`src/rtl/core/gamepad_report_to_midi_notes_macros.svh`:
```
// ----------------------------------------------------------------------------
// Assertion macros for the gamepad report to MIDI notes block
// Same-cycle and next-cycle implication checks, reset-qualified.
// ----------------------------------------------------------------------------
`ifndef GAMEPAD_REPORT_TO_MIDI_NOTES_MACROS_SVH
`define GAMEPAD_REPORT_TO_MIDI_NOTES_MACROS_SVH

// antecedent holds -> consequent holds in the same cycle
`define GPR_ASSERT_IMPL(name, ante, cons) \
  name: assert property (@(posedge clk_i) disable iff (!rst_ni) (ante) |-> (cons)) \
    else $error("gpr assertion failed");

// antecedent holds -> consequent holds in the next cycle
`define GPR_ASSERT_NEXT(name, ante, cons) \
  name: assert property (@(posedge clk_i) disable iff (!rst_ni) (ante) |=> (cons)) \
    else $error("gpr assertion failed");

`endif

```
`src/rtl/core/gpr_pkg.sv`:
```
// ----------------------------------------------------------------------------
// gpr_pkg
// Shared constants, lane result type and note table.
// ----------------------------------------------------------------------------
package gpr_pkg;

  localparam int BtnCnt   = 12;
  localparam int PadCnt   = 4;
  localparam int LaneCnt  = BtnCnt + PadCnt;
  localparam int LaneIdxW = $clog2(LaneCnt);

  localparam logic [7:0] StatusNoteOn = 8'h90;
  localparam logic [6:0] VelPress     = 7'd127;
  localparam logic [6:0] VelRelease   = 7'd0;
  localparam logic [3:0] PadNone      = 4'h0;

  typedef enum logic {
    LaneButton = 1'b0,
    LanePad    = 1'b1
  } lane_kind_e;

  typedef struct packed {
    logic hit;
    logic press;
  } lane_res_t;

  function automatic logic [6:0] lane_note(input logic [LaneIdxW-1:0] idx);
    logic [6:0] note;
    case (idx)
      4'd0:    note = 7'd60;
      4'd1:    note = 7'd62;
      4'd2:    note = 7'd64;
      4'd3:    note = 7'd65;
      4'd4:    note = 7'd67;
      4'd5:    note = 7'd69;
      4'd6:    note = 7'd71;
      4'd7:    note = 7'd72;
      4'd8:    note = 7'd74;
      4'd9:    note = 7'd76;
      4'd10:   note = 7'd77;
      4'd11:   note = 7'd79;
      4'd12:   note = 7'd80;
      4'd13:   note = 7'd82;
      4'd14:   note = 7'd84;
      4'd15:   note = 7'd85;
      default: note = 7'd60;
    endcase
    return note;
  endfunction

endpackage

```
`src/rtl/core/gpr_lane.sv`:
```
// ----------------------------------------------------------------------------
// gpr_lane
// One change detector: a button lane or one direction of the pad.
// ----------------------------------------------------------------------------
module gpr_lane (
  input  gpr_pkg::lane_kind_e kind_i,
  input  logic [1:0]          pad_sel_i,
  input  logic                cur_i,
  input  logic                old_i,
  input  logic [3:0]          pad_i,
  input  logic                pad_chg_i,
  output gpr_pkg::lane_res_t  res_o
);
  import gpr_pkg::*;

  logic [3:0] dir_code;

  assign dir_code = 4'(4'b0001 << pad_sel_i);

  always_comb begin
    case (kind_i)
      LaneButton: begin
        res_o.hit   = cur_i ^ old_i;
        res_o.press = cur_i;
      end
      LanePad: begin
        res_o.hit   = pad_chg_i && ((pad_i == PadNone) || (pad_i == dir_code));
        res_o.press = (pad_i != PadNone);
      end
      default: begin
        res_o.hit   = 1'b0;
        res_o.press = 1'b0;
      end
    endcase
  end

endmodule

```
`src/rtl/core/gpr_merge.sv`:
```
// ----------------------------------------------------------------------------
// gpr_merge
// Collect lane hits; one note word per cycle unless stalled, lowest lane first.
// ----------------------------------------------------------------------------
module gpr_merge (
  input  logic                                clk_i,
  input  logic                                rst_ni,
  input  logic                                load_i,
  input  gpr_pkg::lane_res_t [gpr_pkg::LaneCnt-1:0] lanes_i,
  output logic                                busy_o,
  input  logic                                out_stall_i,
  output logic                                out_valid_o,
  output logic [6:0]                          note_o,
  output logic [6:0]                          vel_o,
  output logic                                last_o
);
  import gpr_pkg::*;

  logic [LaneCnt-1:0]  pend_q, pend_d;
  logic [LaneCnt-1:0]  press_q;
  logic [LaneCnt-1:0]  rest;
  logic [LaneIdxW-1:0] sel;
  logic                found;
  logic                adv;
  logic                out_valid_q, out_valid_d;
  logic [6:0]          note_q, vel_q;
  logic                last_q;

  always_comb begin
    sel   = '0;
    found = 1'b0;
    for (int k = LaneCnt - 1; k >= 0; k--) begin
      if (pend_q[k]) begin
        sel   = LaneIdxW'(k);
        found = 1'b1;
      end
    end
  end

  assign rest = pend_q & ~(LaneCnt'(1) << sel);
  assign adv  = found && (!out_valid_q || !out_stall_i);

  always_comb begin
    pend_d = pend_q;
    if (load_i) begin
      for (int k = 0; k < LaneCnt; k++) pend_d[k] = lanes_i[k].hit;
    end else if (adv) begin
      pend_d = rest;
    end
  end

  always_comb begin
    out_valid_d = out_valid_q;
    if (adv) begin
      out_valid_d = 1'b1;
    end else if (!out_stall_i) begin
      out_valid_d = 1'b0;
    end
  end

  always_ff @(posedge clk_i or negedge rst_ni) begin
    if (!rst_ni) begin
      pend_q      <= '0;
      out_valid_q <= 1'b0;
    end else begin
      pend_q      <= pend_d;
      out_valid_q <= out_valid_d;
    end
  end

  always_ff @(posedge clk_i) begin
    if (load_i) begin
      for (int k = 0; k < LaneCnt; k++) press_q[k] <= lanes_i[k].press;
    end
    if (adv) begin
      note_q <= lane_note(sel);
      vel_q  <= press_q[sel] ? VelPress : VelRelease;
      last_q <= (rest == '0);
    end
  end

  assign busy_o      = (pend_q != '0);
  assign out_valid_o = out_valid_q;
  assign note_o      = note_q;
  assign vel_o       = vel_q;
  assign last_o      = last_q;

endmodule

```
`src/rtl/core/gamepad_report_to_midi_notes.sv`:
```
// ----------------------------------------------------------------------------
// gamepad_report_to_midi_notes
// Turn gamepad reports into MIDI note-on words.
// ----------------------------------------------------------------------------
// Input channel: one report word (bytes five and six) per accepted handshake.
// Output channel: one MIDI note word per handshake; status is always note on,
// channel 1, and last_of_run marks the final word caused by a report.
// Twelve button lanes and four pad lanes compare the report against stored
// state in the cycle the word is accepted; a merge stage then emits one word
// per cycle unless the receiver stalls, buttons first, then pad bits 0 to 3.
// The lane hits are registered in the merge queue, and each note word is then
// registered in the output register. A report causing words holds in_stall_o
// until its last word has left the merge queue, so no new report is taken
// meanwhile; the single-entry merge queue is the cause.
// Reset clears stored buttons and pad, and marks the pad as not yet seen, so
// the first report always counts as a pad change.
// When the receiver stalls, the output word holds and the merge stage waits;
// input stays stalled until the last word of the current report has entered
// the output register.
// ----------------------------------------------------------------------------
module gamepad_report_to_midi_notes (
  input  logic       clk_i,
  input  logic       rst_ni,
  input  logic       in_valid_i,
  output logic       in_stall_o,
  input  logic [7:0] report_byte_five_i,
  input  logic [7:0] report_byte_six_i,
  output logic       out_valid_o,
  input  logic       out_stall_i,
  output logic [7:0] status_byte_o,
  output logic [6:0] note_number_o,
  output logic [6:0] velocity_o,
  output logic       last_of_run_o
);
  import gpr_pkg::*;

  logic [BtnCnt-1:0]  btn_now;
  logic [3:0]         pad_now;
  logic [BtnCnt-1:0]  prev_btn_q;
  logic [3:0]         prev_pad_q;
  logic               pad_seen_q;
  logic               pad_chg;
  logic               in_acc;
  logic               busy;
  lane_res_t [LaneCnt-1:0] lanes;

  assign btn_now = BtnCnt'({report_byte_six_i, report_byte_five_i[7:4]});
  assign pad_now = report_byte_five_i[3:0];
  assign pad_chg = !pad_seen_q || (pad_now != prev_pad_q);
  assign in_acc  = in_valid_i && !in_stall_o;

  for (genvar g = 0; g < LaneCnt; g++) begin : g_lane
    if (g < BtnCnt) begin : g_btn
      gpr_lane u_lane (
        .kind_i    (LaneButton),
        .pad_sel_i (2'b00),
        .cur_i     (btn_now[g]),
        .old_i     (prev_btn_q[g]),
        .pad_i     (pad_now),
        .pad_chg_i (pad_chg),
        .res_o     (lanes[g])
      );
    end else begin : g_pad
      gpr_lane u_lane (
        .kind_i    (LanePad),
        .pad_sel_i (2'(g - BtnCnt)),
        .cur_i     (1'b0),
        .old_i     (1'b0),
        .pad_i     (pad_now),
        .pad_chg_i (pad_chg),
        .res_o     (lanes[g])
      );
    end
  end

  gpr_merge u_merge (
    .clk_i       (clk_i),
    .rst_ni      (rst_ni),
    .load_i      (in_acc),
    .lanes_i     (lanes),
    .busy_o      (busy),
    .out_stall_i (out_stall_i),
    .out_valid_o (out_valid_o),
    .note_o      (note_number_o),
    .vel_o       (velocity_o),
    .last_o      (last_of_run_o)
  );

  always_ff @(posedge clk_i or negedge rst_ni) begin
    if (!rst_ni) begin
      prev_btn_q <= '0;
      prev_pad_q <= '0;
      pad_seen_q <= 1'b0;
    end else if (in_acc) begin
      prev_btn_q <= btn_now;
      prev_pad_q <= pad_now;
      pad_seen_q <= 1'b1;
    end
  end

  assign in_stall_o    = busy;
  assign status_byte_o = StatusNoteOn;

`include "gamepad_report_to_midi_notes_macros.svh"

  `GPR_ASSERT_NEXT(a_seen_after_accept, in_acc, pad_seen_q)
  `GPR_ASSERT_NEXT(a_run_continues, out_valid_o && !out_stall_i && !last_of_run_o, out_valid_o)
  `GPR_ASSERT_IMPL(a_idle_only_last, out_valid_o && !last_of_run_o, in_stall_o)

endmodule
```
`config.mk`:
```
export PLATFORM = sky130hd
export DESIGN_NAME = gamepad_report_to_midi_notes
export DESIGN_NICKNAME = d
export VERILOG_FILES = /design/src/rtl/core/gpr_pkg.sv /design/src/rtl/core/gpr_lane.sv /design/src/rtl/core/gpr_merge.sv /design/src/rtl/core/gamepad_report_to_midi_notes.sv
export VERILOG_INCLUDE_DIRS = /design/src /design/src/rtl/core
export SDC_FILE = /design/constraint.sdc
export NUM_CORES = 1
export LEC_CHECK = 0
export ABC_AREA = 0
export BUFFER_PORTS_ARGS = -buffer_cell sky130_fd_sc_hd__buf_2
export CAP_MARGIN = 10
export CORE_MARGIN = 2
export CORE_UTILIZATION = 50
export CTS_CLUSTER_SIZE = 30
export DETAILED_ROUTE_END_ITERATION = 7
export GPL_ROUTABILITY_DRIVEN = 0
export GPL_TIMING_DRIVEN = 0
export PLACE_DENSITY = 0.73
export SLEW_MARGIN = 20
export SYNTH_ARGS = -nofsm -noshare
export SYNTH_HDL_FRONTEND = slang
export SYNTH_SLANG_ARGS = --single-unit
export TNS_END_PERCENT = 100
```
`constraint.sdc`:
```
create_clock -name clk_i -period 2.54 [get_ports clk_i]
set_input_delay 0.635 -clock clk_i [delete_from_list [all_inputs] [get_ports clk_i]]
set_output_delay 0.635 -clock clk_i [all_outputs]
set_load 0.01 [all_outputs]
```
---- Yosys cells after proc, flatten, opt, wreduce, memory -nomap -nowiden ----
Memory sizes are Yosys's and may differ from the RTL's. A register that Yosys moved wholly into a read port is not among the register bits.
Cells that the tools add are included.
storage, ports and cells
  bits in registers ....................... 55
  bits in read-only memories .............. 112
  input port bits ......................... 20
  output and inout port bits .............. 25
  logic and storage cells ................. 91
  memories kept ........................... 1
operators by class
  order comparisons ....................... 1
  eq/ne operators ......................... 6
  shift-type cells ........................ 1
  muxes and demuxes ....................... 39
  bitwise logic cells ..................... 14
  reduce and logical (&&, ||, !) cells .... 21
memory list
  memory           depth  width  read ports  clocked after memory_dff  wr ports  RTL line       text
  (no name shown)  16     7      1           1                         0         gpr_pkg.sv:29  case (idx)
operator list
  operator                                               number
  two-way mux 4 bit                                      16
  two-way mux 16 bit                                     2
  two-way mux 1 bit                                      19
  bitwise AND 16 bit                                     1
  logical NOT 16 bit                                     1
  inverter 16 bit                                        1
  nonzero test 16 bit                                    1
  << shifter 1 x 4 -> 16 bit, first input constant       1
  bitwise XOR 1 bit                                      12
  two-way mux 7 bit                                      1
  logical AND 1 bit                                      6
  logical OR 1 bit                                       6
  < comparator 4 x 5 -> 1 bit, second input constant     1
  binary-select mux 1 bit (select 4 bit)                 1
  == test 4 x 1 -> 1 bit, second input constant          1
  == test 4 x 2 -> 1 bit, second input constant          1
  == test 4 x 3 -> 1 bit, second input constant          1
  == test 4 bit, second input constant                   1
  logical NOT 1 bit                                      4
  logical NOT 4 bit                                      1
  inequality test 4 bit                                  1
  nonzero test 4 bit                                     1
  inequality test 2 x 1 -> 1 bit, second input constant  1
  nonzero test 2 bit                                     1

---- Longest topological paths before layout ----
  depth after elaboration ................. 21
  gate-level depth with buffers ........... 12
  mapped depth without buffers ............ 12

---- By module ----
From an unflattened synthesis, not the netlist that was laid out.
unflattened totals
  cells, all modules ...................... 529
  area total of the unflattened synthesis .. 4912.2 µm²
modules (own cells, without submodules)
  module                        instances  cells each  area an instance (µm²)  seq. area each (µm²)
  gpr_merge                     1          232         2307.2                  1176.1
  gpr_lane                      16         15          112.6                   0.0
  gamepad_report_to_midi_notes  1          57          803.3                   425.4

---- Least setup slack after synthesis ----
No wires, ideal clock.
  kind .................................... register to register
  start point ............................. register u_merge.pend_q[5]
  end point ............................... register u_merge.last_q (netlist: u_merge.last_o), data pin
  arrival ................................. 2.428 ns
  required time ........................... 2.408 ns
  path slack .............................. -0.020 ns
  stages on the path, launching flop included .. 11
  buffers on the path ..................... 0
  clock period less this slack ............ 2.560 ns
  path through ............................ dfrtp_1 > nor2_1 > o21ai_0 > a211o_2 > nand2_1 > ha_1 > o2bb2ai_1 > a211o_1 > a221o_1 > a221oi_1 > and3_1
on the way
  cells in the longest elaborated chain, start to end .. 10
ends and longest elaborated chain
  element                         RTL line         text
  from (decl)                     gpr_merge.sv:19  logic [LaneCnt-1:0] pend_q, pend_d;
  from (signal assigned)          gpr_merge.sv:66  pend_q <= pend_d;
  two-way mux 4 bit (6 in a row)  gpr_merge.sv:33  if (pend_q[k]) begin
  via u_merge.sel[1]              gpr_merge.sv:22  logic [LaneIdxW-1:0] sel;
  << shifter 1 x 4 -> 16 bit      gpr_merge.sv:40  assign rest = pend_q & ~(LaneCnt'(1) << sel);
  inverter 16 bit                 gpr_merge.sv:40
  bitwise AND 16 bit              gpr_merge.sv:40
  logical NOT 16 bit              gpr_merge.sv:78  last_q <= (rest == '0);
  to (signal assigned)            gpr_merge.sv:78
  to (decl)                       gpr_merge.sv:27  logic last_q;
The timed path passes the listed nets, and every way through them passes these cells.
A chain may end at the register's enable or synchronous reset.

---- Final worst setup path ----
  start point ............................. register u_merge.pend_q[14]
  end point ............................... register u_merge.last_q (netlist: u_merge.last_o), data pin
on the way
  cells in the longest elaborated chain, start to end .. 19
ends and longest elaborated chain
  element                          RTL line
  two-way mux 4 bit (15 in a row)  gpr_merge.sv:33
  << shifter 1 x 4 -> 16 bit       gpr_merge.sv:40
  inverter 16 bit                  gpr_merge.sv:40
  bitwise AND 16 bit (*)           gpr_merge.sv:40
  logical NOT 16 bit (*)           gpr_merge.sv:78
Every way passes the cells marked *; elsewhere a longest branch is shown, timed or not.

==> impl_metrics.py <==
metrics = {
    "drt": {
        "wl_um": 7130,
        "drt_first_iter_violations": 320,
        "via_per_inst": 5.81,
        "vias": 2491,
        "firstDrtPassIters": 5,
        "post-route-drc-count": 0,
        "wl_per_cell_um": 16.6,
        "ant_nets": 0,
    },
    "layout": {
        "utilization": 0.644,
        "nets": 379,
        "fillers": 464,
        "seq_area_sq_mm": 0.00152,
        "final_cell_mix": "buf_4 (36), buf_2 (36), nand2_1 (33), o21ai_0 (25), dfrtp_1 (24)",
        "drive_gt1_frac": 0.412,
        "area_growth_pct": 25.2,
        "multiInputGateArea_sq_mm": 0.00150,
        "diodes": 0,
    },
    "power_and_ir_drop": {
        "switching_share": 0.431,
        "p_leak_uw": 0.00168,
        "combinationalPowerShare": 0.626,
        "clockPowerShare": 0.099,
        "ir_worst_vdd_mv": 0.751,
        "intPower_uw": 2990,
        "p_switching_uw": 2270,
        "power_frac_seq": 0.275,
        "power_density_mw_per_mm2": 1390,
    },
    "global_routing": {
        "grt_pass1_vias": 2333,
        "antenna_found_initial": 0,
        "grt_max_degree": 35,
        "overflow": 0,
        "track_usage": 0.229,
        "grt_pass1_wl_um": 11300,
    },
    "hold_path": {
        "hp-class": "input pin to asynchronous set/reset pin",
    },
    "worst_setup_path": {
        "cp-startpoint": "u_merge.pend_q[14]",
        "critPathMaxStageDelay_ps": 470,
        "path_class": "flip-flop to flip-flop",
        "crit_fanout": 5,
        "setup.worst_path.start_class": "flip-flop",
        "cp_cell_sequence": "inv_2 -> a21oi_2 -> o311ai_1 -> a31o_2 -> buf_12 -> ha_4 -> o2bb2ai_2 -> a211o_1 -> a221o_1 -> a221oi_2 -> and3_1",
        "endpoint_kind": "flip-flop",
        "slowest_stage": "dfrtp_2",
        "cp.required_ps": 2730,
        "critPathArrivalTime_ps": 2780,
        "regToRegStartpoint": "u_merge.pend_q[14]",
    },
    "die": {
        "initial_utilization": 0.514,
        "fp.dieArea_sq_mm": 0.00669,
        "core_area_sq_mm": 0.00589,
        "dieWidth_um": 81.8,
        "dieHeight_um": 81.8,
        "core.rowCount": 28,
        "io_pins": 45,
    },
    "synthesis": {
        "ys.flop_type": "dfrtp_1",
        "ys_async_sr_fraction": 0.607,
        "ys_types": 54,
        "synth-compound-area-share": 0.153,
        "netlist_area_sq_mm": 0.00303,
        "synth-xor-area-share": 0.0463,
        "synthTopCellsByArea": "dfrtp_1 (28%), edfxtp_1 (22%), mux2_2 (6.3%), nand2_1 (4.3%), o21ai_0 (4.3%)",
        "synth_fa_ha_area_frac": 0.0248,
        "syn_inst": 282,
        "yosysTopAreaCellShare": 0.281,
        "synth_edf_count": 22,
        "synthSimpleGateAreaFrac": 0.136,
        "syn_avg_cell_area_sq_um": 10.7,
        "synth.ff_latch_count": 56,
        "synth_top_cell_by_area": "dfrtp_1",
        "synth_warnings": 0,
        "ys_seq_area_frac": 0.499,
        "synth_top_family_by_area": "compound AO/OA/AOI/OAI gates",
        "muxShareOfSynthArea": 0.0732,
    },
    "status": {
        "status": "finished with violations",
        "violations": "negative setup slack",
    },
    "clock_network": {
        "clock-sinks": 56,
        "hold_buffers": 0,
        "htreeDepth": 2,
        "clkLatencyLatePin_ps": 320,
        "cts_tree": "built",
        "cts_root_buffer": "clkbuf_8",
        "numCtsBuffers": 5,
        "clk_pin_slew_ps": 100,
        "clockBufferDepth": 2,
    },
    "timing": {
        "timing.final.ws_setup_ps": -53.1,
        "fmax_ghz": 0.386,
        "rsz0062_at_grt": "yes",
        "finalSetupViolations": 1,
        "whs_ps": 383,
        "fin_crit_ps": 2590,
        "worst_pin_slew_ps": 777,
        "hold_violations": 0,
        "slew_viol_final": 0,
        "skew_ps": 8.98,
        "relSlewSlack": 0.482,
        "fin_crit_sh": 1.02,
    },
    "run": {
        "drv_cap": 0,
    },
    "place": {
        "dp_hpwl_um": 4800,
        "numPortBuffers": 36,
    },
}
through the flow:
stage / worst slack (ps) / instance area (sq um) / cells / power [uW] / setup TNS (ps)
6_report: -53.1 / 3790 / 429 / 5260 / -53.1
2_1_floorplan: 37.3 / 3060 / 288 / 3030 / 0
5_1_grt: -171 / 3790 / 429 / 5600 / -287
4_1_cts: -55.4 / 3620 / 416 / 4830 / -55.4
3_5_place_dp: -539 / 3330 / 399 / 3670 / -1050
3_3_place_gp: -484 / 3330 / 399 / 3610 / -887
area by class of cell:
type                            count  share of cell area
Sequential cell                    56               0.402
Multi-Input combinational cell    200               0.396
Timing Repair Buffer               58              0.0977
Buffer                             19              0.0390
Tap cell                           75              0.0248
Clock buffer                        6              0.0218
Inverter                           13              0.0149
Clock inverter                      2             0.00363
cell usage after synthesis, types with 4 or more instances:
master and n:
a21oi_1 6, nand2_1 35, xor2_1 6, o21ai_1 7, o2bb2ai_1 4, inv_1 12
dfrtp_1 34, nand3_1 9, buf_4 16, o21ai_0 26, nor2_1 16, mux2_2 17
ha_1 6, edfxtp_1 22, xnor2_1 10
worst max-delay path: cells and delay by family, from the launching register on:
family                   cells  cell delay (ps)
AO/OA/AOI/OAI                7             1460
flip-flops                   1              470
buffers and inverters        2              200
AND/OR/NAND/NOR              1              200
adder cells (fa/ha/maj)      1              140
routing by layer:
layer,vias to the layer above,wire (um),part of all wire,global-route usage
met2,138,3330,0.47,0.362
met4,0,290,0.041,0.123
met5,-,0,0,0
met1,1175,2970,0.42,0.294
li1,1146,-,-,-
met3,32,535,0.075,0.0505
power groups by stage:
stage	sequential, uW	combinational, uW	clock [uW]
global route	1470	3560	559
CTS	1430	2870	529
finish	1450	3290	520
floorplan	1420	1610	0
detailed placement	1430	2240	0
global placement	1420	2190	0
path summary, 6_finish.rpt:
| check | endpoint | slack, ps | depth (start not counted) |
|---|---|---|---|
| setup / recovery | u_merge.last_o | -50 | 11 |
| hold / removal | pad_seen_q | 380 | 1 |
| setup reg to reg | u_merge.last_o | -50 | 11 |
| hold reg to reg | pad_seen_q | 500 | 1 |
| max in group asynchronous | u_merge.pend_q[2] | 1610 | 1 |
| min in group clk_i | pad_seen_q | 500 | 1 |
registers in the layout, summed over array words and instances, names as in the netlist:
name,cells
u_merge.last_o,1
u_merge.note_o,7
u_merge.out_valid_o,1
pad_seen_q,1
u_merge.pend_q,16
prev_btn_q,12
prev_pad_q,4
u_merge.vel_o,1
u_merge.press_q,13
kinds of logic after synthesis:
group                    after synthesis
AO/OA/AOI/OAI                         71
XOR/XNOR                              16
adder cells (fa/ha/maj)                6
buffers and inverters                 32
flip-flops                            56
multiplexers                          20
other                                  2
AND/OR/NAND/NOR                       79
repair_timing:
action,in CTS,in global routing
gates resized for setup,25,23
setup buffers,9,13
endpoints found under the setup margin,3,3
endpoints found under the hold margin,0,0
pin swaps,5,9
No activity file was read; power rests on OpenSTA's default activity.
